[src/hdl/bpir_pkg.sv]
// ----------------------------------------------------------------------------
// bpir_pkg
// Shared types and constants for the boost pump interval regulator.
// ----------------------------------------------------------------------------
package bpir_pkg;

  localparam int unsigned IntervalW = 16;
  localparam int unsigned PulsesW   = 16;
  localparam int unsigned DetW      = 4;
  localparam int unsigned CfgIdxW   = 2;
  localparam int unsigned CfgDataW  = 16;

  // interval rescale thresholds
  localparam logic [IntervalW-1:0] HEAVY_CUT_LIMIT = 16'h0080;
  localparam logic [IntervalW-1:0] MIN_INTERVAL    = 16'h0008;
  localparam logic [IntervalW-1:0] HALVE_LIMIT     = 16'h0010;
  localparam logic [IntervalW-1:0] DOUBLE_LIMIT    = 16'h7FFF;
  localparam logic [IntervalW-1:0] STEP_ADD        = 16'h2000;
  localparam logic [IntervalW-1:0] MAX_INTERVAL    = 16'hFFFF;
  localparam logic [PulsesW-1:0]   MAX_PULSES      = 16'hFFFF;

  // register reset values
  localparam logic [PulsesW-1:0]   HEAVY_LOAD_RST  = 16'd20;
  localparam logic [PulsesW-1:0]   WEAK_RST        = 16'd2;
  localparam logic [DetW-1:0]      DET_GAP_RST     = 4'd5;
  localparam logic [IntervalW-1:0] START_RST       = 16'd4096;

  // event codes
  typedef enum logic [1:0] {
    REQ_PULSE_END = 2'd0,
    REQ_TRIP      = 2'd1,
    REQ_DETECT    = 2'd2,
    REQ_WAKE      = 2'd3
  } req_type_t;

  // register indexes
  typedef enum logic [CfgIdxW-1:0] {
    REG_HEAVY_LOAD  = 2'd0,
    REG_WEAK        = 2'd1,
    REG_DET_GAP     = 2'd2,
    REG_START_INTVL = 2'd3
  } reg_idx_t;

  typedef struct packed {
    logic [PulsesW-1:0]   heavy_load_pulses;
    logic [PulsesW-1:0]   weak_pulses;
    logic [DetW-1:0]      detector_gap;
    logic [IntervalW-1:0] start_interval;
  } cfg_t;

  // immediate interval load on a start_interval write
  typedef struct packed {
    logic                 load;
    logic [IntervalW-1:0] value;
  } intvl_load_t;

  typedef struct packed {
    logic                 pump_on;
    logic [PulsesW-1:0]   pump_pulses;
    logic                 skip_next_trip;
    logic [DetW-1:0]      detector_count;
    logic [IntervalW-1:0] wake_interval;
  } state_t;

  typedef struct packed {
    logic                 pump_enable;
    logic [IntervalW-1:0] wake_interval_out;
    logic                 interval_changed;
  } result_t;

endpackage

[src/hdl/bpir_if.sv]
// ----------------------------------------------------------------------------
// bpir interfaces
// Event, result and register write channels with valid/ready handshake.
// ----------------------------------------------------------------------------
interface bpir_req_if;
  logic       valid;
  logic       ready;
  logic [1:0] req_type;
  logic       power_off;

  modport source (output valid, req_type, power_off, input ready);
  modport sink   (input valid, req_type, power_off, output ready);
endinterface

interface bpir_rsp_if;
  logic        valid;
  logic        ready;
  logic        pump_enable;
  logic [15:0] wake_interval_out;
  logic        interval_changed;

  modport source (output valid, pump_enable, wake_interval_out, interval_changed,
                  input ready);
  modport sink   (input valid, pump_enable, wake_interval_out, interval_changed,
                  output ready);
endinterface

interface bpir_cfg_if;
  logic        valid;
  logic        ready;
  logic [1:0]  index;
  logic [15:0] data;

  modport source (output valid, index, data, input ready);
  modport sink   (input valid, index, data, output ready);
endinterface

[src/hdl/boost_pump_interval_regulator_core.sv]
// ----------------------------------------------------------------------------
// boost_pump_interval_regulator_core
// Adaptive wakeup interval regulator for a high-voltage boost pump.
// ----------------------------------------------------------------------------
// Each accepted event beat yields exactly one result beat from a registered
// buffer. The state update is combinational compare/shift logic, so
// an event can be accepted on every clock; a two-entry result buffer (output
// register plus skid register) keeps the event side moving while a result
// waits, and ready drops only when both entries are full. Register writes are
// always ready and take effect on the next clock; a start_interval write also
// reloads the live wakeup interval.
module boost_pump_interval_regulator_core (
  input  logic       clk,
  input  logic       rst,
  bpir_req_if.sink   req,
  bpir_rsp_if.source rsp,
  bpir_cfg_if.sink   cfg
);
  import bpir_pkg::*;

  cfg_t        cfg_q;
  intvl_load_t intvl_load;
  state_t      st;
  state_t      st_next;
  logic        changed;
  result_t     res_next;
  result_t     out_res;
  result_t     skid_res;
  logic        out_valid;
  logic        skid_valid;
  logic        accept;
  logic        pop;

  bpir_cfg_regs u_cfg (
    .clk        (clk),
    .rst        (rst),
    .cfg        (cfg),
    .cfg_q      (cfg_q),
    .intvl_load (intvl_load)
  );

  bpir_update u_update (
    .st        (st),
    .cfg_q     (cfg_q),
    .req_type  (req.req_type),
    .power_off (req.power_off),
    .st_next   (st_next),
    .changed   (changed)
  );

  assign req.ready = !skid_valid;
  assign accept    = req.valid && req.ready;
  assign pop       = out_valid && rsp.ready;

  // regulator state
  always_ff @(posedge clk) begin
    if (rst) begin
      st.pump_on        <= 1'b0;
      st.pump_pulses    <= '0;
      st.skip_next_trip <= 1'b0;
      st.detector_count <= '0;
      st.wake_interval  <= START_RST;
    end else if (intvl_load.load) begin
      st.wake_interval  <= intvl_load.value;
    end else if (accept) begin
      st <= st_next;
    end
  end

  assign res_next.pump_enable       = st_next.pump_on;
  assign res_next.wake_interval_out = st_next.wake_interval;
  assign res_next.interval_changed  = changed;

  // result buffer control
  always_ff @(posedge clk) begin
    if (rst) begin
      out_valid  <= 1'b0;
      skid_valid <= 1'b0;
    end else if (skid_valid) begin
      if (pop) skid_valid <= 1'b0;
    end else if (accept) begin
      if (out_valid && !pop) skid_valid <= 1'b1;
      else                   out_valid  <= 1'b1;
    end else if (pop) begin
      out_valid <= 1'b0;
    end
  end

  // result buffer payload
  always_ff @(posedge clk) begin
    if (skid_valid) begin
      if (pop) out_res <= skid_res;
    end else if (accept) begin
      if (out_valid && !pop) skid_res <= res_next;
      else                   out_res  <= res_next;
    end
  end

  assign rsp.valid             = out_valid;
  assign rsp.pump_enable       = out_res.pump_enable;
  assign rsp.wake_interval_out = out_res.wake_interval_out;
  assign rsp.interval_changed  = out_res.interval_changed;

`ifndef SYNTHESIS
  // skid entry is only ever filled behind a held output entry
  a_skid_behind_out: assert property (@(posedge clk) disable iff (rst)
    skid_valid |-> out_valid)
    else $error("skid entry valid without output entry");

  // ignored event leaves the regulator state untouched
  a_power_off_hold: assert property (@(posedge clk) disable iff (rst)
    (accept && req.power_off && !cfg.valid) |=> $stable(st))
    else $error("state changed on power-off event");

  // a stalled full buffer keeps the output entry
  a_full_stall_hold: assert property (@(posedge clk) disable iff (rst)
    (skid_valid && !rsp.ready) |=> (out_valid && skid_valid && $stable(out_res)))
    else $error("result lost under stall");
`endif

endmodule

[src/hdl/bpir_cfg_regs.sv]
// ----------------------------------------------------------------------------
// bpir_cfg_regs
// Register file for thresholds and the start interval.
// ----------------------------------------------------------------------------
module bpir_cfg_regs (
  input  logic                 clk,
  input  logic                 rst,
  bpir_cfg_if.sink             cfg,
  output bpir_pkg::cfg_t       cfg_q,
  output bpir_pkg::intvl_load_t intvl_load
);
  import bpir_pkg::*;

  logic     wr;
  reg_idx_t idx;

  assign cfg.ready = 1'b1;
  assign wr        = cfg.valid;
  assign idx       = reg_idx_t'(cfg.index);

  // register writes
  always_ff @(posedge clk) begin
    if (rst) begin
      cfg_q.heavy_load_pulses <= HEAVY_LOAD_RST;
      cfg_q.weak_pulses       <= WEAK_RST;
      cfg_q.detector_gap      <= DET_GAP_RST;
      cfg_q.start_interval    <= START_RST;
    end else if (wr) begin
      case (idx)
        REG_HEAVY_LOAD:  cfg_q.heavy_load_pulses <= cfg.data[PulsesW-1:0];
        REG_WEAK:        cfg_q.weak_pulses       <= cfg.data[PulsesW-1:0];
        REG_DET_GAP:     cfg_q.detector_gap      <= cfg.data[DetW-1:0];
        REG_START_INTVL: cfg_q.start_interval    <= cfg.data[IntervalW-1:0];
        default: ;
      endcase
    end
  end

  // a start interval write also reloads the live interval
  assign intvl_load.load  = wr && (idx == REG_START_INTVL);
  assign intvl_load.value = cfg.data[IntervalW-1:0];

endmodule

[src/hdl/bpir_update.sv]
// ----------------------------------------------------------------------------
// bpir_update
// Next-state logic for one event, including the interval rescale.
// ----------------------------------------------------------------------------
module bpir_update (
  input  bpir_pkg::state_t st,
  input  bpir_pkg::cfg_t   cfg_q,
  input  logic [1:0]       req_type,
  input  logic             power_off,
  output bpir_pkg::state_t st_next,
  output logic             changed
);
  import bpir_pkg::*;

  req_type_t            req;
  logic                 heavy;
  logic                 mid_load;
  logic [IntervalW-1:0] iv_floor;
  logic [IntervalW:0]   iv_sum;
  logic [IntervalW-1:0] iv_new;

  assign req = req_type_t'(req_type);

  // rescale from pulse count
  always_comb begin
    heavy    = st.pump_pulses > cfg_q.heavy_load_pulses;
    mid_load = st.pump_pulses > cfg_q.weak_pulses;
    iv_floor = (st.wake_interval < MIN_INTERVAL) ? MIN_INTERVAL : st.wake_interval;
    iv_sum   = {1'b0, iv_floor} + {1'b0, STEP_ADD};
    if (heavy) begin
      iv_new = (st.wake_interval > HEAVY_CUT_LIMIT) ? (st.wake_interval >> 4)
                                                    : MIN_INTERVAL;
    end else if (mid_load) begin
      iv_new = (iv_floor > HALVE_LIMIT) ? (iv_floor >> 1) : iv_floor;
    end else if (iv_floor < DOUBLE_LIMIT) begin
      iv_new = iv_floor << 1;
    end else begin
      iv_new = iv_sum[IntervalW] ? MAX_INTERVAL : iv_sum[IntervalW-1:0];
    end
  end

  // event dispatch
  always_comb begin
    st_next = st;
    changed = 1'b0;
    if (!power_off) begin
      case (req)
        REQ_PULSE_END: begin
          if (st.pump_on && st.pump_pulses != MAX_PULSES)
            st_next.pump_pulses = st.pump_pulses + 1'b1;
        end
        REQ_TRIP: begin
          st_next.pump_on = 1'b0;
          if (st.skip_next_trip) begin
            st_next.skip_next_trip = 1'b0;
          end else begin
            st_next.wake_interval = iv_new;
            st_next.pump_pulses   = '0;
            changed               = iv_new != st.wake_interval;
          end
        end
        REQ_DETECT: begin
          if (!st.pump_on) begin
            if (st.detector_count > cfg_q.detector_gap) begin
              st_next.skip_next_trip = 1'b1;
              st_next.pump_on        = 1'b1;
              st_next.detector_count = '0;
            end else begin
              st_next.detector_count = st.detector_count + 1'b1;
            end
          end
        end
        REQ_WAKE: st_next.pump_on = 1'b1;
        default: ;
      endcase
    end
  end

endmodule
[src/flat_wrapper.sv]
// flat-port wrapper written by rule: the top's interface ports become plain ports
module boost_pump_interval_regulator_core_flat import bpir_pkg::*;
  (clk, rst, req_valid, req_req_type, req_power_off, req_ready, rsp_valid, rsp_pump_enable, rsp_wake_interval_out, rsp_interval_changed, rsp_ready, cfg_valid, cfg_index, cfg_data, cfg_ready);
  bpir_req_if req_i ();
  bpir_rsp_if rsp_i ();
  bpir_cfg_if cfg_i ();
  input  logic clk;
  input  logic rst;
  input wire logic [$bits(req_i.valid)-1:0] req_valid;
  input wire logic [$bits(req_i.req_type)-1:0] req_req_type;
  input wire logic [$bits(req_i.power_off)-1:0] req_power_off;
  output wire logic [$bits(req_i.ready)-1:0] req_ready;
  output wire logic [$bits(rsp_i.valid)-1:0] rsp_valid;
  output wire logic [$bits(rsp_i.pump_enable)-1:0] rsp_pump_enable;
  output wire logic [$bits(rsp_i.wake_interval_out)-1:0] rsp_wake_interval_out;
  output wire logic [$bits(rsp_i.interval_changed)-1:0] rsp_interval_changed;
  input wire logic [$bits(rsp_i.ready)-1:0] rsp_ready;
  input wire logic [$bits(cfg_i.valid)-1:0] cfg_valid;
  input wire logic [$bits(cfg_i.index)-1:0] cfg_index;
  input wire logic [$bits(cfg_i.data)-1:0] cfg_data;
  output wire logic [$bits(cfg_i.ready)-1:0] cfg_ready;
  assign req_i.valid = req_valid;
  assign req_i.req_type = req_req_type;
  assign req_i.power_off = req_power_off;
  assign req_ready = req_i.ready;
  assign rsp_valid = rsp_i.valid;
  assign rsp_pump_enable = rsp_i.pump_enable;
  assign rsp_wake_interval_out = rsp_i.wake_interval_out;
  assign rsp_interval_changed = rsp_i.interval_changed;
  assign rsp_i.ready = rsp_ready;
  assign cfg_i.valid = cfg_valid;
  assign cfg_i.index = cfg_index;
  assign cfg_i.data = cfg_data;
  assign cfg_ready = cfg_i.ready;
  boost_pump_interval_regulator_core u_core (.clk(clk), .rst(rst), .req(req_i), .rsp(rsp_i), .cfg(cfg_i));
endmodule
[config.mk]
export PLATFORM = sky130hd
export DESIGN_NAME = boost_pump_interval_regulator_core_flat
export DESIGN_NICKNAME = d
export VERILOG_FILES = /design/src/hdl/bpir_pkg.sv /design/src/hdl/bpir_if.sv /design/src/hdl/boost_pump_interval_regulator_core.sv /design/src/hdl/bpir_cfg_regs.sv /design/src/hdl/bpir_update.sv /design/src/flat_wrapper.sv
export SDC_FILE = /design/constraint.sdc
export NUM_CORES = 1
export LEC_CHECK = 0
export ABC_AREA = 0
export BUFFER_PORTS_ARGS = -buffer_cell sky130_fd_sc_hd__buf_2
export CAP_MARGIN = 10
export CORE_UTILIZATION = 40
export DETAILED_ROUTE_END_ITERATION = 12
export HOLD_SLACK_MARGIN = 0.1
export PLACE_DENSITY = 0.54
export SYNTH_ARGS = -nofsm -noshare
export SYNTH_HDL_FRONTEND = slang
export SYNTH_SLANG_ARGS = --single-unit
[constraint.sdc]
create_clock -name clk -period 3.75 [get_ports clk]
set_input_delay 1.125 -clock clk [delete_from_list [all_inputs] [get_ports clk]]
set_output_delay 1.125 -clock clk [all_outputs]
set_load 0.005 [all_outputs]
# == Word level (Yosys, flattened, before mapping) ==
# Cells that the tools add are included.
# classes
n_bitwise,4
n_shift,0
n_addsub,3
n_div,0
n_reduce_logical,24
order_cmp,7
mul,0
eq_ne,15
mux,37
# ops
op,count
two-way mux 16 bit,12
two-way mux 18 bit,4
two-way mux 38 bit,1
greater-than comparator 16 bit,2
case mux 16 bit (2 select lines),1
adder 16 x 14 -> 17 bit (second input constant),1
adder 16 x 1 -> 16 bit (second input constant),1
greater-than comparator 16 x 5 -> 1 bit (second input constant),1
greater-than comparator 16 x 8 -> 1 bit (second input constant),1
less-than comparator 16 x 15 -> 1 bit (second input constant),1
less-than comparator 16 x 4 -> 1 bit (second input constant),1
!= test 16 bit,1
!= test 16 bit (second input constant),1
two-way mux 1 bit,13
two-way mux 12 bit,1
!= test 2 bit (second input constant),6
AND reduction 6 bit,2
nonzero test 2 bit,5
AND reduction 3 bit,3
equality test 2 bit (second input constant),4
two-way mux 4 bit,2
AND reduction 2 bit,4
logical AND 1 bit,5
two-way mux 5 bit,1
10 further kinds,16
# totals
ram_bits,0
memories,0
mem_bits_ro,0
register_bits,112
wordCells,106
inputBits,26
latchBits,0

# == Longest topological paths before layout ==
# Gate-level depths: netlist (run 1).
# logic_depth
depth_word,14
depth_mapped,14
depth_no_buf,12

# == Cells and area by module ==
# Synthesis (run 1) repeated with hierarchy kept, for this count alone.
# hier_totals
cells_unflattened,914
area_unflattened_um2,8192.9
# modules_own_cells
module,cells_per_inst,n_inst,seq_area_each_um2,area_per_inst_um2
boost_pump_interval_regulator_core,253,1,1881.8,2974.1
bpir_update,445,1,0.0,2962.8
bpir_cfg_regs,216,1,1041.0,2255.9

# == Least setup slack after synthesis (run 1) ==
# Ideal clock, no wire load.
# synth_path
path_kind,input -> register
start,in cfg_index[1]
end,"reg, netlist name u_core.st[35]"
arrival_time_ns,3.216
slack_ns,0.407
setup_time_ns,0.128
cell_stages,12
n_path_buf,4
path_cell_list,clkbuf_1 > and3_1 > clkbuf_1 > or3_1 > or3_1 > clkbuf_1 > or3_1 > clkbuf_1 > nor2_1 > nand4_1 > xor2_1 > nor2_1
# synth_via
elab_chain_cells,4
# synth_rtl
item,line_no,text
from (decl),flat_wrapper.sv:19,input wire logic [$bits(cfg_i.index)-1:0] cfg_index;
equality test 2 bit,-,
logical AND 1 bit,bpir_cfg_regs.sv:40,assign intvl_load.load = wr && (idx == REG_START_INTVL);
NOT 1 bit (no line),-,
AND reduction 6 bit (no line),-,
# No other way between the ends.
# A chain may end at the register's enable or synchronous reset.

# == Final worst setup path (run 1) ==
# layout_path
start,"reg, netlist name u_core.st[35]"
end,"reg u_core.out_res (netlist bit u_core.rsp.interval_changed), data pin"
# layout_via
elab_chain_cells,10
word_cells_on_any_way,11
classes_between,order compare: 2; eq/ne: 1; mux: 8
# layout_rtl
item,line_no,text
greater-than comparator 16 bit,bpir_update.sv:27,mid_load = st.pump_pulses > cfg_q.weak_pulses;
two-way mux 16 bit,bpir_update.sv:33,end else if (mid_load) begin
two-way mux 16 bit *,bpir_update.sv:30,if (heavy) begin
!= test 16 bit *,bpir_update.sv:59,changed = iv_new != st.wake_interval;
two-way mux 1 bit *,bpir_update.sv:54,if (st.skip_next_trip) begin
two-way mux 1 bit *,bpir_update.sv:47,case (req)
two-way mux 1 bit *,bpir_update.sv:46,if (!power_off) begin
two-way mux 18 bit *,boost_pump_interval_regulator_core.sv:94,if (out_valid && !pop) skid_res <= res_next;
two-way mux 18 bit *,boost_pump_interval_regulator_core.sv:93,end else if (accept) begin
two-way mux 18 bit *,boost_pump_interval_regulator_core.sv:91,if (skid_valid) begin
to (signal assigned),boost_pump_interval_regulator_core.sv:92,if (pop) out_res <= skid_res;
to (signal assigned),boost_pump_interval_regulator_core.sv:95,else out_res <= res_next;
to (decl),boost_pump_interval_regulator_core.sv:27,result_t out_res;
# Mark *: on every way between the ends. The rest lies on a longest branch, timed or not. The select of a mux whose other input is x is not followed.

==> results.md, run 1 <==
- Lkg Pwr: 2.889 nW
- Largest family of logic cells by synthesized area: simple AND/OR/NAND/NOR gates
- Largest net degree at the start of global routing: 57
- Worst reg2reg path depth: 11
- Non-filler instance count after layout: 1055
- Syn Inst Count: 801
- Worst min path class: reg -> reg
- Asr flop ratio synth: 0
- Hold path cells: 2
- Fin. max-slew vios: 0
- Post-synthesis mux area share: 0.06277
- CP Class: reg -> reg
- Die width: 130.8 um
- Placed cells: 1036
- Seq/Total Area, Yosys: 0.3921
- Post-Route WL: 18760 um
- Final setup violation count: 0
- 1st-iter DRT viols: 481
- Max Freq: 276.8 MHz
- # rows: 46
- Die area: 17110 um^2
- Via count: 5825
- Synth Area in Compound Gates: 0.1685
- # clock sinks: 112
- Top delay family on crit path: simple AND/OR/NAND/NOR gates
- WP buf/inv: 1
- Cell variety after synth: 62
- Die Y: 130.8 um
- Crit end category: flop
- Synth top cells by count: nand2_1 (132), a21oi_1 (79), dfxtp_1 (76)
- CP Max Fanout: 7
- Grt ovf: 0
- Yosys warning total: 0
- Arrival @ worst endpoint: 3.71 ns
- Status: finished clean
- WHS Endpoint: u_core.u_cfg.cfg_q[25]
- Final hold violations: 0
- Clock Latency Late Sink: 0.37 ns
- CTS max path bufs: 2
- Ports: 47
- H-tree depth: 3
- Synthesized area: 6638 um^2
- FF+latch count, synth: 112
- Most common cell in the synthesized netlist: nand2_1
- CTS root buf: clkbuf_16
- Gpl congestion: 0.9410
- Simple-gate share of the synthesized area: 0.2098
- Syn Area/Cell: 8.287 um^2
- R2R Setup Slk: 0.14 ns
- Port Buffers: 45
- Nets: 899
- Cts hold-fix bufs: 0
- Fin crit share: 0.9634
- DR WL/cell: 17.78 um
- Post-route ant nets: 0
- Largest cells by area after synthesis: dfxtp_1 (23%), edfxtp_1 (16%), nand2_1 (7.5%), ha_1 (7.4%), a21oi_1 (6.0%)
- Post-synth top area share: 0.2292
- Number of global-route vias before repair: 5357
- Net count after synthesis: 866
- Clock Skew: 0.008280 ns
- Pwr/cell area: 390.2 nW/um^2
- Post-route setup slack: 0.1373 ns
- Worst-path cell chain: ha_1, nand4_1, a2111o_1, a31oi_4, buf_4, mux2_2, mux2i_4, xnor2_1, or4_1, nor4_2, o31ai_1
- Critical Path RT: 3.85 ns
- XOR/XNOR Fraction of Synth Area: 0.03035
- Crit start category: flop
- Initial antenna violation count: 1
- Adder-Cell Fraction of Synth Area: 0.07352
- Drt drc: 0
- Hpwl dp: 13710 um
- Antenna cell count: 0
- CP max stage delay: 0.56 ns
- Fin crit period: 3.613 ns
- Initial core utilization: 0.4134
- Total of max-cap violations: 0
- Reg-to-reg critical path endpoint: u_core.rsp.interval_changed
- Clock-pin slew on the worst setup and hold paths: 0.08 ns
- Core area: 16060 um^2
- Post-route setup TNS: 0 ns
- Worst min-delay path startpoint: u_core.u_cfg.cfg_q[25]
- CTS tree: yes
- First-pass GRT wire length: 29970 um
- Synth Flop Type: dfxtp_1
- Via density per instance: 5.521
- First drt pass iteration count: 5
- Area leader, netlist: dfxtp_1
- Proportion of layout cells with a drive suffix above 1: 0.1442
- Setup WS pre-CTS: 0.1081 ns
- Slew margin rel.: 0.4344
- Overall Global Routing Usage: 0.2320
- Final core occ: 0.4668
- Worst Max-Slew Pin Slew: 0.8484 ns
- Area Growth Syn to Fin: 12.93%
- VDD IR max: 233.6 uV
- Num CTS Buffers: 9
- Filler cells: 1597
- Number of synthesized flops with an enable pin: 36
- Slowest-stage cell, CP: or4_1
- Reg2reg start: u_core.st[35]
## worst min-delay path, stage by stage (launching register included)
cell     delay (ns)
dfxtp_1        0.31
nand2_1        0.05
a21oi_1        0.05
## cell type report
| type | instances | area [um^2] | area share |
|---|---|---|---|
| tap | 216 | 270.3 | 0.03605 |
| clock buffer | 9 | 225.2 | 0.03005 |
| clock inverter | 7 | 102.6 | 0.01369 |
| multi-input combinational | 583 | 3638 | 0.4854 |
| timing repair buffer | 77 | 465.4 | 0.06209 |
| sequential | 112 | 2603 | 0.3472 |
| inverter | 51 | 191.4 | 0.02554 |
## cells in the final DEF (no fill, tap or decap), types with 20 or more instances in the layout
cell,netlist,layout
nor2_1,57,57
inv_1,50,50
nand3_1,20,20
buf_2,6,45
nand2_1,132,132
ha_1,39,39
buf_4,2,32
dfxtp_1,76,76
edfxtp_1,36,36
a21oi_1,79,79
o21ai_0,37,36
## cells by family (layout without fill, tap and decap cells)
kind of cell	Yosys count	count (layout)
AND/OR/NAND/NOR	298	298
XOR/XNOR	23	23
multiplexers	38	38
other	1	1
buffers and inverters	106	144
adder cells (fa/ha/maj)	39	39
AO/OA/AOI/OAI	184	184
flip-flops	112	112
## metrics by stage
step	area [um^2]	total power, W	hold WS (ns)
floorplan	6638	0.001711	0.4363
global placement	7142	0.001886	0.4440
detailed placement	7142	0.001887	0.4494
CTS	7470	0.002950	0.4607
global route	7496	0.003065	0.4797
finish	7496	0.002925	0.4582
## power by group
group	switching (W)	total (W)	internal [W]
Combinational	0.000303	0.000506	0.000202
Clock	0.000511	0.00106	0.000548
Sequential	0.0000445	0.00136	0.00132
Total	0.000859	0.00293	0.00207
## routing by layer
layer	track usage	vias up	share of wire	wire length, um
met5	0	-	0	0
met4	0.06018	0	0.014	258
met3	0.03502	20	0.047	880
met2	0.3439	175	0.43	8021
met1	0.3478	2747	0.51	9596
li1	-	2883	-	-
## how the worst max path moves through the flow
stage,cells after the start,startpoint,end
floorplan,12,cfg_index[1],u_core.st[35]
CTS,12,u_core.st[32],u_core.rsp.interval_changed
detailed placement,12,u_core.st[32],u_core.rsp.interval_changed
global route,13,u_core.u_cfg.cfg_q[41],u_core.rsp.interval_changed
finish,11,u_core.st[35],u_core.rsp.interval_changed
global placement,12,u_core.st[32],u_core.rsp.interval_changed
## flip-flops by register name, summed over array words and instances, names as in the netlist
| signal | count |
|---|---|
| u_core.rsp.interval_changed | 1 |
| u_core.skid_res | 18 |
| u_core.skid_valid | 1 |
| u_core.u_cfg.cfg_q | 36 |
| u_core.st | 38 |
| u_core.rsp.wake_interval_out | 16 |
| u_core.rsp.pump_enable | 1 |
| u_core.rsp.valid | 1 |
## repair_timing
item	in CTS	in global routing
gates resized for setup	0	2
hold endpoints to repair	0	0
buffers inserted	0	3
endpoints found under the setup margin	0	3
No activity file was read; power rests on OpenSTA's default activity.
==> run 2: changes to the inputs <==
ABC_AREA = 1   (was 0)
==> results.md, run 2 <==
- Grt ovf: 0
- Largest registers: u_core.st: 38 flops, u_core.u_cfg.cfg_q: 36 flops, u_core.skid_res: 18 flops
- Gates resized, CTS repair: 0
- Nets: 1047
- Sw frac: 0.2871
- Slew margin rel.: 0.3179
- Final hold violations: 0
- Post-route ant nets: 0
- Clock share of power: 0.356
- Psw: 0.0008142 W
- Crit start category: flop
- Synthesized area: 6753 um^2
- Top delay family on crit path: simple AND/OR/NAND/NOR gates
- Die area: 17410 um^2
- Max Freq: 338.7 MHz
- Hpwl dp: 13680 um
- DR WL/cell: 14.96 um
- Initial core utilization: 0.4086
- Overall Global Routing Usage: 0.2194
- First drt pass iteration count: 5
- RSZ-0062 raised after global routing: no
- Cts hold-fix bufs: 0
- Filler cells: 1755
- Simple-gate share of the synthesized area: 0.2868
- Max reg flops: 38
- CTS root buf: clkbuf_16
- Worst min-delay path startpoint: u_core.u_cfg.cfg_q[19]
- Worst min path class: reg -> reg
- Area leader, netlist: dfxtp_1
- Gpl congestion: 0.8709
- Total of max-cap violations: 0
- Clock Skew: 0.009897 ns
- Fin. max-slew vios: 0
- Net count after synthesis: 1013
- Lkg Pwr: 3.469 nW
- Non-filler instance count after layout: 1207
- # clock sinks: 112
- Worst hold margin: 0.4622 ns
- Sequential power share: 0.477
- Internal: 0.002021 W
- Area Growth Syn to Fin: 10.80%
- Fin crit period: 2.952 ns
- Placed cells: 1191
- CTS max path bufs: 2
- Post-route setup TNS: 0 ns
- Placed Instance Area: 7166 um^2
- Arrival @ worst endpoint: 3.07 ns
- Post-synthesis mux area share: 0
- Largest family of logic cells by synthesized area: simple AND/OR/NAND/NOR gates
- Clock Latency Late Sink: 0.36 ns
- CP startpoint: u_core.st[31]
- Crit end category: flop
- First-pass GRT wire length: 29930 um
- Number of synthesized flops with an enable pin: 36
- Worst-path cell chain: ha_1, nand2_1, inv_1, nand3_1, nor2_1, nand2_1, nand2_1, nand2_1, nor2_2, nand2_1, nand3_1, nand2_1, nor2_1, nand2_1, nor2_2, nand2_1, nand3_1, nand2_1
- Antenna cell count: 0
- WP buf/inv: 1
- Reg2reg start: u_core.st[31]
- Most common cell in the synthesized netlist: nand2_1
- Postcts setup bufs: 0
- CP Max Fanout: 10
- Critical Path RT: 3.86 ns
- Final setup violation count: 0
- Adder-Cell Fraction of Synth Area: 0.07226
- Post-Route WL: 18050 um
- Num CTS Buffers: 9
- Commonest non-fill, non-tap cell in the layout: nand2_1
- Top reg by flops: u_core.st
- Seq/Total Area, Yosys: 0.3854
- # rows: 47
- Syn Area/Cell: 7.123 um^2
- FF+latch count, synth: 112
- VDD IR max: 226.9 uV
- CP max stage delay: 0.39 ns
- Commonest non-fill, non-tap cells in the layout: nand2_1 (276), inv_1 (121), o21ai_0 (76), dfxtp_1 (76), a21oi_1 (67)
- Cell variety after synth: 45
- CP Class: reg -> reg
- CTS tree: yes
- Status: finished clean
- 1st-iter DRT viols: 427
- Via count: 6060
- Core area: 16520 um^2
- Drt drc: 0
- Fin crit share: 0.7873
- Worst Max-Slew Pin Slew: 1.022 ns
- Yosys warning total: 0
- Syn Inst Count: 948
- Die width: 131.9 um
- H-tree depth: 3
- Via density per instance: 5.021
- Cell area after layout: 7482 um^2
- XOR/XNOR Fraction of Synth Area: 0.003891
- Comb pwr share: 0.166
- Proportion of layout cells with a drive suffix above 1: 0.1135
- Initial antenna violation count: 0
- Slowest-stage cell, CP: dfxtp_1
- Cell mode on critical path: nand2_1
- Synth Flop Type: dfxtp_1
- Die Y: 131.9 um
- Clock-pin slew on the worst setup and hold paths: 0.08 ns
- Synth Area in Compound Gates: 0.1499
- Ports: 47
- Pwr/cell area: 379.0 nW/um^2
- Largest cells by area after synthesis: dfxtp_1 (23%), edfxtp_1 (16%), nand2_1 (15%), ha_1 (7.2%), inv_1 (6.7%)
- Largest net degree at the start of global routing: 39
- Port Buffers: 45
- Post-synth top area share: 0.2253
- Number of global-route vias before repair: 5774
- Synth top cells by count: nand2_1 (276), inv_1 (121), dfxtp_1 (76), o21ai_0 (76), a21oi_1 (67)
- Asr flop ratio synth: 0
[run 2: worst paths after layout]
path | endpoint | slack [ns] | cells after the start
max | u_core.rsp.interval_changed | 0.80 | 18
min | u_core.u_cfg.cfg_q[19] | 0.46 | 2
max reg2reg | u_core.rsp.interval_changed | 0.80 | 18
min reg2reg | u_core.u_cfg.cfg_q[19] | 0.46 | 2
[run 2: cells by family (layout without fill, tap and decap cells)]
group,count (synthesis),in the layout
and+or+nand+nor,441,441
AOI/OAI and AO/OA,188,188
buffers and inverters,164,203
DFF,112,112
adders and majority gates,39,39
xor gates and xnor gates,3,3
other,1,1
[run 2: final cells by class]
cell class                      instances  area, um^2  share of cell area
Multi-Input combinational cell        672        3472              0.4640
Sequential cell                       112        2603              0.3478
Inverter                              127       478.0             0.06388
Timing Repair Buffer                   60       337.8             0.04515
Tap cell                              220       275.3             0.03679
Clock buffer                           11       264.0             0.03528
Clock inverter                          5       52.55            0.007023
[run 2: routing by layer]
metal,global-route usage,routed length [um]
met5,0,0
met4,0.07623,449
met3,0.04114,626
met2,0.3616,8261
met1,0.2871,8717
[run 2: worst reg2reg max path: stages (launching register included)]
cell and delay, ns:
dfxtp_1 0.39, ha_1 0.32, nand2_1 0.05, inv_1 0.06, nand3_1 0.07, nor2_1 0.16, nand2_1 0.08, nand2_1 0.13
nand2_1 0.26, nor2_2 0.35, nand2_1 0.15, nand3_1 0.11, nand2_1 0.05, nor2_1 0.12, nand2_1 0.08, nor2_2 0.13
nand2_1 0.06, nand3_1 0.06, nand2_1 0.05
[run 2: power by group through the flow]
stage | Clock (W) | Sequential, W | Combinational (W)
floorplan | 0 | 0.00137 | 0.000338
global placement | 0 | 0.00138 | 0.000470
detailed placement | 0 | 0.00138 | 0.000471
CTS | 0.00104 | 0.00135 | 0.000473
global route | 0.00108 | 0.00136 | 0.000541
finish | 0.00101 | 0.00135 | 0.000471
[run 2: metrics by stage]
stage	power, W	worst slack [ns]	util
6_report	0.002836	0.7977	0.4528
5_1_grt	0.002985	0.4752	0.4528
4_1_cts	0.002871	0.8475	0.4528
3_5_place_dp	0.001852	0.5842	0.4336
3_3_place_gp	0.001852	0.6445	0.4336
2_1_floorplan	0.001705	1.135	-
==> run 3: changes to the inputs <==
ABC_AREA = 0   (was 1)
clock period = 3 ns   (was 3.75 ns; I/O delays follow)
==> results.md, run 3 (synthesis results as in run 1) <==
- Die area: 17110 um^2
- Sw frac: 0.3034
- Drt drc: 0
- Clock Latency Late Sink: 0.36 ns
- Internal: 0.002642 W
- Hpwl dp: 14910 um
- Ports: 47
- Port Buffers: 45
- Initial core utilization: 0.4134
- Psw: 0.001150 W
- Clock share of power: 0.319
- Area Growth Syn to Fin: 34.29%
- Worst reg2reg path depth: 11
- Via count: 6348
- Pwr/cell area: 425.4 nW/um^2
- Final hold violations: 0
- Status: complete, but fails checks
- Comb pwr share: 0.236
- Slew margin rel.: 0.4997
- First-pass GRT wire length: 31190 um
- Crit end category: flop
- Final core occ: 0.5551
- Post-Route WL: 20670 um
- Die Y: 130.8 um
- Via density per instance: 5.515
- Proportion of layout cells with a drive suffix above 1: 0.3561
- CP Class: reg -> reg
- 1st-iter DRT viols: 462
- CTS root buf: clkbuf_16
- RSZ-0062 raised after global routing: yes
- CP Max Fanout: 7
- Max reg flops: 38
- Post-route setup TNS: -1.110 ns
- Number of global-route vias before repair: 5790
- VDD IR max: 333.4 uV
- Largest registers: u_core.st: 38 flops, u_core.u_cfg.cfg_q: 36 flops, u_core.skid_res: 18 flops
- DR WL/cell: 17.96 um
- Post-route ant nets: 0
- Arrival @ worst endpoint: 3.40 ns
- # rows: 46
- Critical Path RT: 3.11 ns
- Top reg by flops: u_core.st
- Clock-pin slew on the worst setup and hold paths: 0.08 ns
- H-tree depth: 3
- Nets: 995
- Num CTS Buffers: 9
- Core area: 16060 um^2
- Worst min path class: reg -> reg
- Die width: 130.8 um
- Fin crit share: 1.096
- Cts hold-fix bufs: 0
- Fin crit period: 3.288 ns
- Post-route setup slack: -0.2875 ns
- WHS Endpoint: u_core.u_cfg.cfg_q[29]
- R2R Setup Slk: -0.29 ns
- Largest net degree at the start of global routing: 40
- CTS max path bufs: 2
- Overall Global Routing Usage: 0.2440
- Commonest non-fill, non-tap cell in the layout: nand2_1
- Worst min-delay path startpoint: u_core.u_cfg.cfg_q[29]
- Commonest non-fill, non-tap cells in the layout: nand2_1 (130), buf_4 (112), a21oi_1 (73), nor2_1 (52), buf_2 (45)
- Lkg Pwr: 3.474 nW
- # clock sinks: 112
- Clock Skew: 0.008727 ns
- Total of max-cap violations: 0
- Failing checks: setup timing
- Final setup violation count: 10
- Antenna cell count: 0
- Max Freq: 304.2 MHz
- Reg-to-reg critical path endpoint: u_core.rsp.interval_changed
- Sequential power share: 0.445
- Power Total: 0.003792 W
- Gpl congestion: 0.8938
- Non-filler instance count after layout: 1151
- Initial antenna violation count: 1
- Reg2reg start: u_core.st[33]
- Placed cells: 1119
- Grt ovf: 0
- Hold path cells: 2
- Crit start category: flop
- Worst Max-Slew Pin Slew: 0.7481 ns
- Fin. max-slew vios: 0
- CTS tree: yes
- First drt pass iteration count: 5
[run 3: power groups by stage]
stage	Combinational [W]	Sequential [W]	Clock (W)
4_1_cts	0.000786	0.00169	0.00124
3_5_place_dp	0.000741	0.00172	0
3_3_place_gp	0.000735	0.00172	0
5_1_grt	0.000970	0.00170	0.00130
2_1_floorplan	0.000437	0.00171	0
6_report	0.000895	0.00169	0.00121
[run 3: metal layers]
| layer | GRT usage | vias to the layer above | share of wire |
|---|---|---|---|
| met2 | 0.3884 | 205 | 0.46 |
| met1 | 0.3466 | 3044 | 0.47 |
| met4 | 0.06288 | 0 | 0.015 |
| li1 | - | 3078 | - |
| met5 | 0 | - | 0 |
| met3 | 0.03339 | 21 | 0.055 |
[run 3: area by class of cell]
class | instances | area, um^2
Clock buffer | 9 | 225.2
Clock inverter | 7 | 62.56
Fill cell | 1485 | 7144
Inverter | 51 | 191.4
Multi-Input combinational cell | 583 | 4232
Sequential cell | 112 | 2654
Tap cell | 216 | 270.3
Timing Repair Buffer | 173 | 1279
[run 3: repair_timing]
action | in CTS | in global routing
pin swaps | 12 | 24
buffers inserted | 7 | 11
resized for setup | 32 | 138
setup endpoints to repair | 32 | 40
[run 3: worst max path at each step]
| stage | startpoint | to | slack [ns] | cells past startpoint |
|---|---|---|---|---|
| 3_3_place_gp | u_core.st[28] | u_core.rsp.interval_changed | -0.45 | 13 |
| 2_1_floorplan | cfg_index[1] | u_core.st[35] | -0.07 | 12 |
| 5_1_grt | u_core.u_cfg.cfg_q[21] | u_core.skid_res[0] | -0.41 | 13 |
| 4_1_cts | u_core.u_cfg.cfg_q[21] | u_core.rsp.interval_changed | -0.24 | 13 |
| 6_report | u_core.st[33] | u_core.rsp.interval_changed | -0.29 | 11 |
| 3_5_place_dp | u_core.st[28] | u_core.rsp.interval_changed | -0.44 | 13 |
[run 3: metrics by stage]
step           instance area, um^2  setup WS [ns]  hold slack (ns)
2_1_floorplan                 6708       -0.07065           0.4363
3_3_place_gp                  7810        -0.4504           0.4420
3_5_place_dp                  7810        -0.4383           0.4463
4_1_cts                       8279        -0.2394           0.4568
5_1_grt                       8914        -0.4101           0.4722
6_report                      8914        -0.2875           0.4571
[run 3: worst max-delay path, stage by stage (launching register included)]
cell and delay, ns:
dfxtp_4 0.37, ha_1 0.28, nand4_1 0.23, buf_4 0.23
or4_4 0.42, and2_4 0.18, buf_8 0.13, a311oi_2 0.20
o22ai_1 0.13, or4_4 0.57, nor4_4 0.19, o31ai_1 0.09
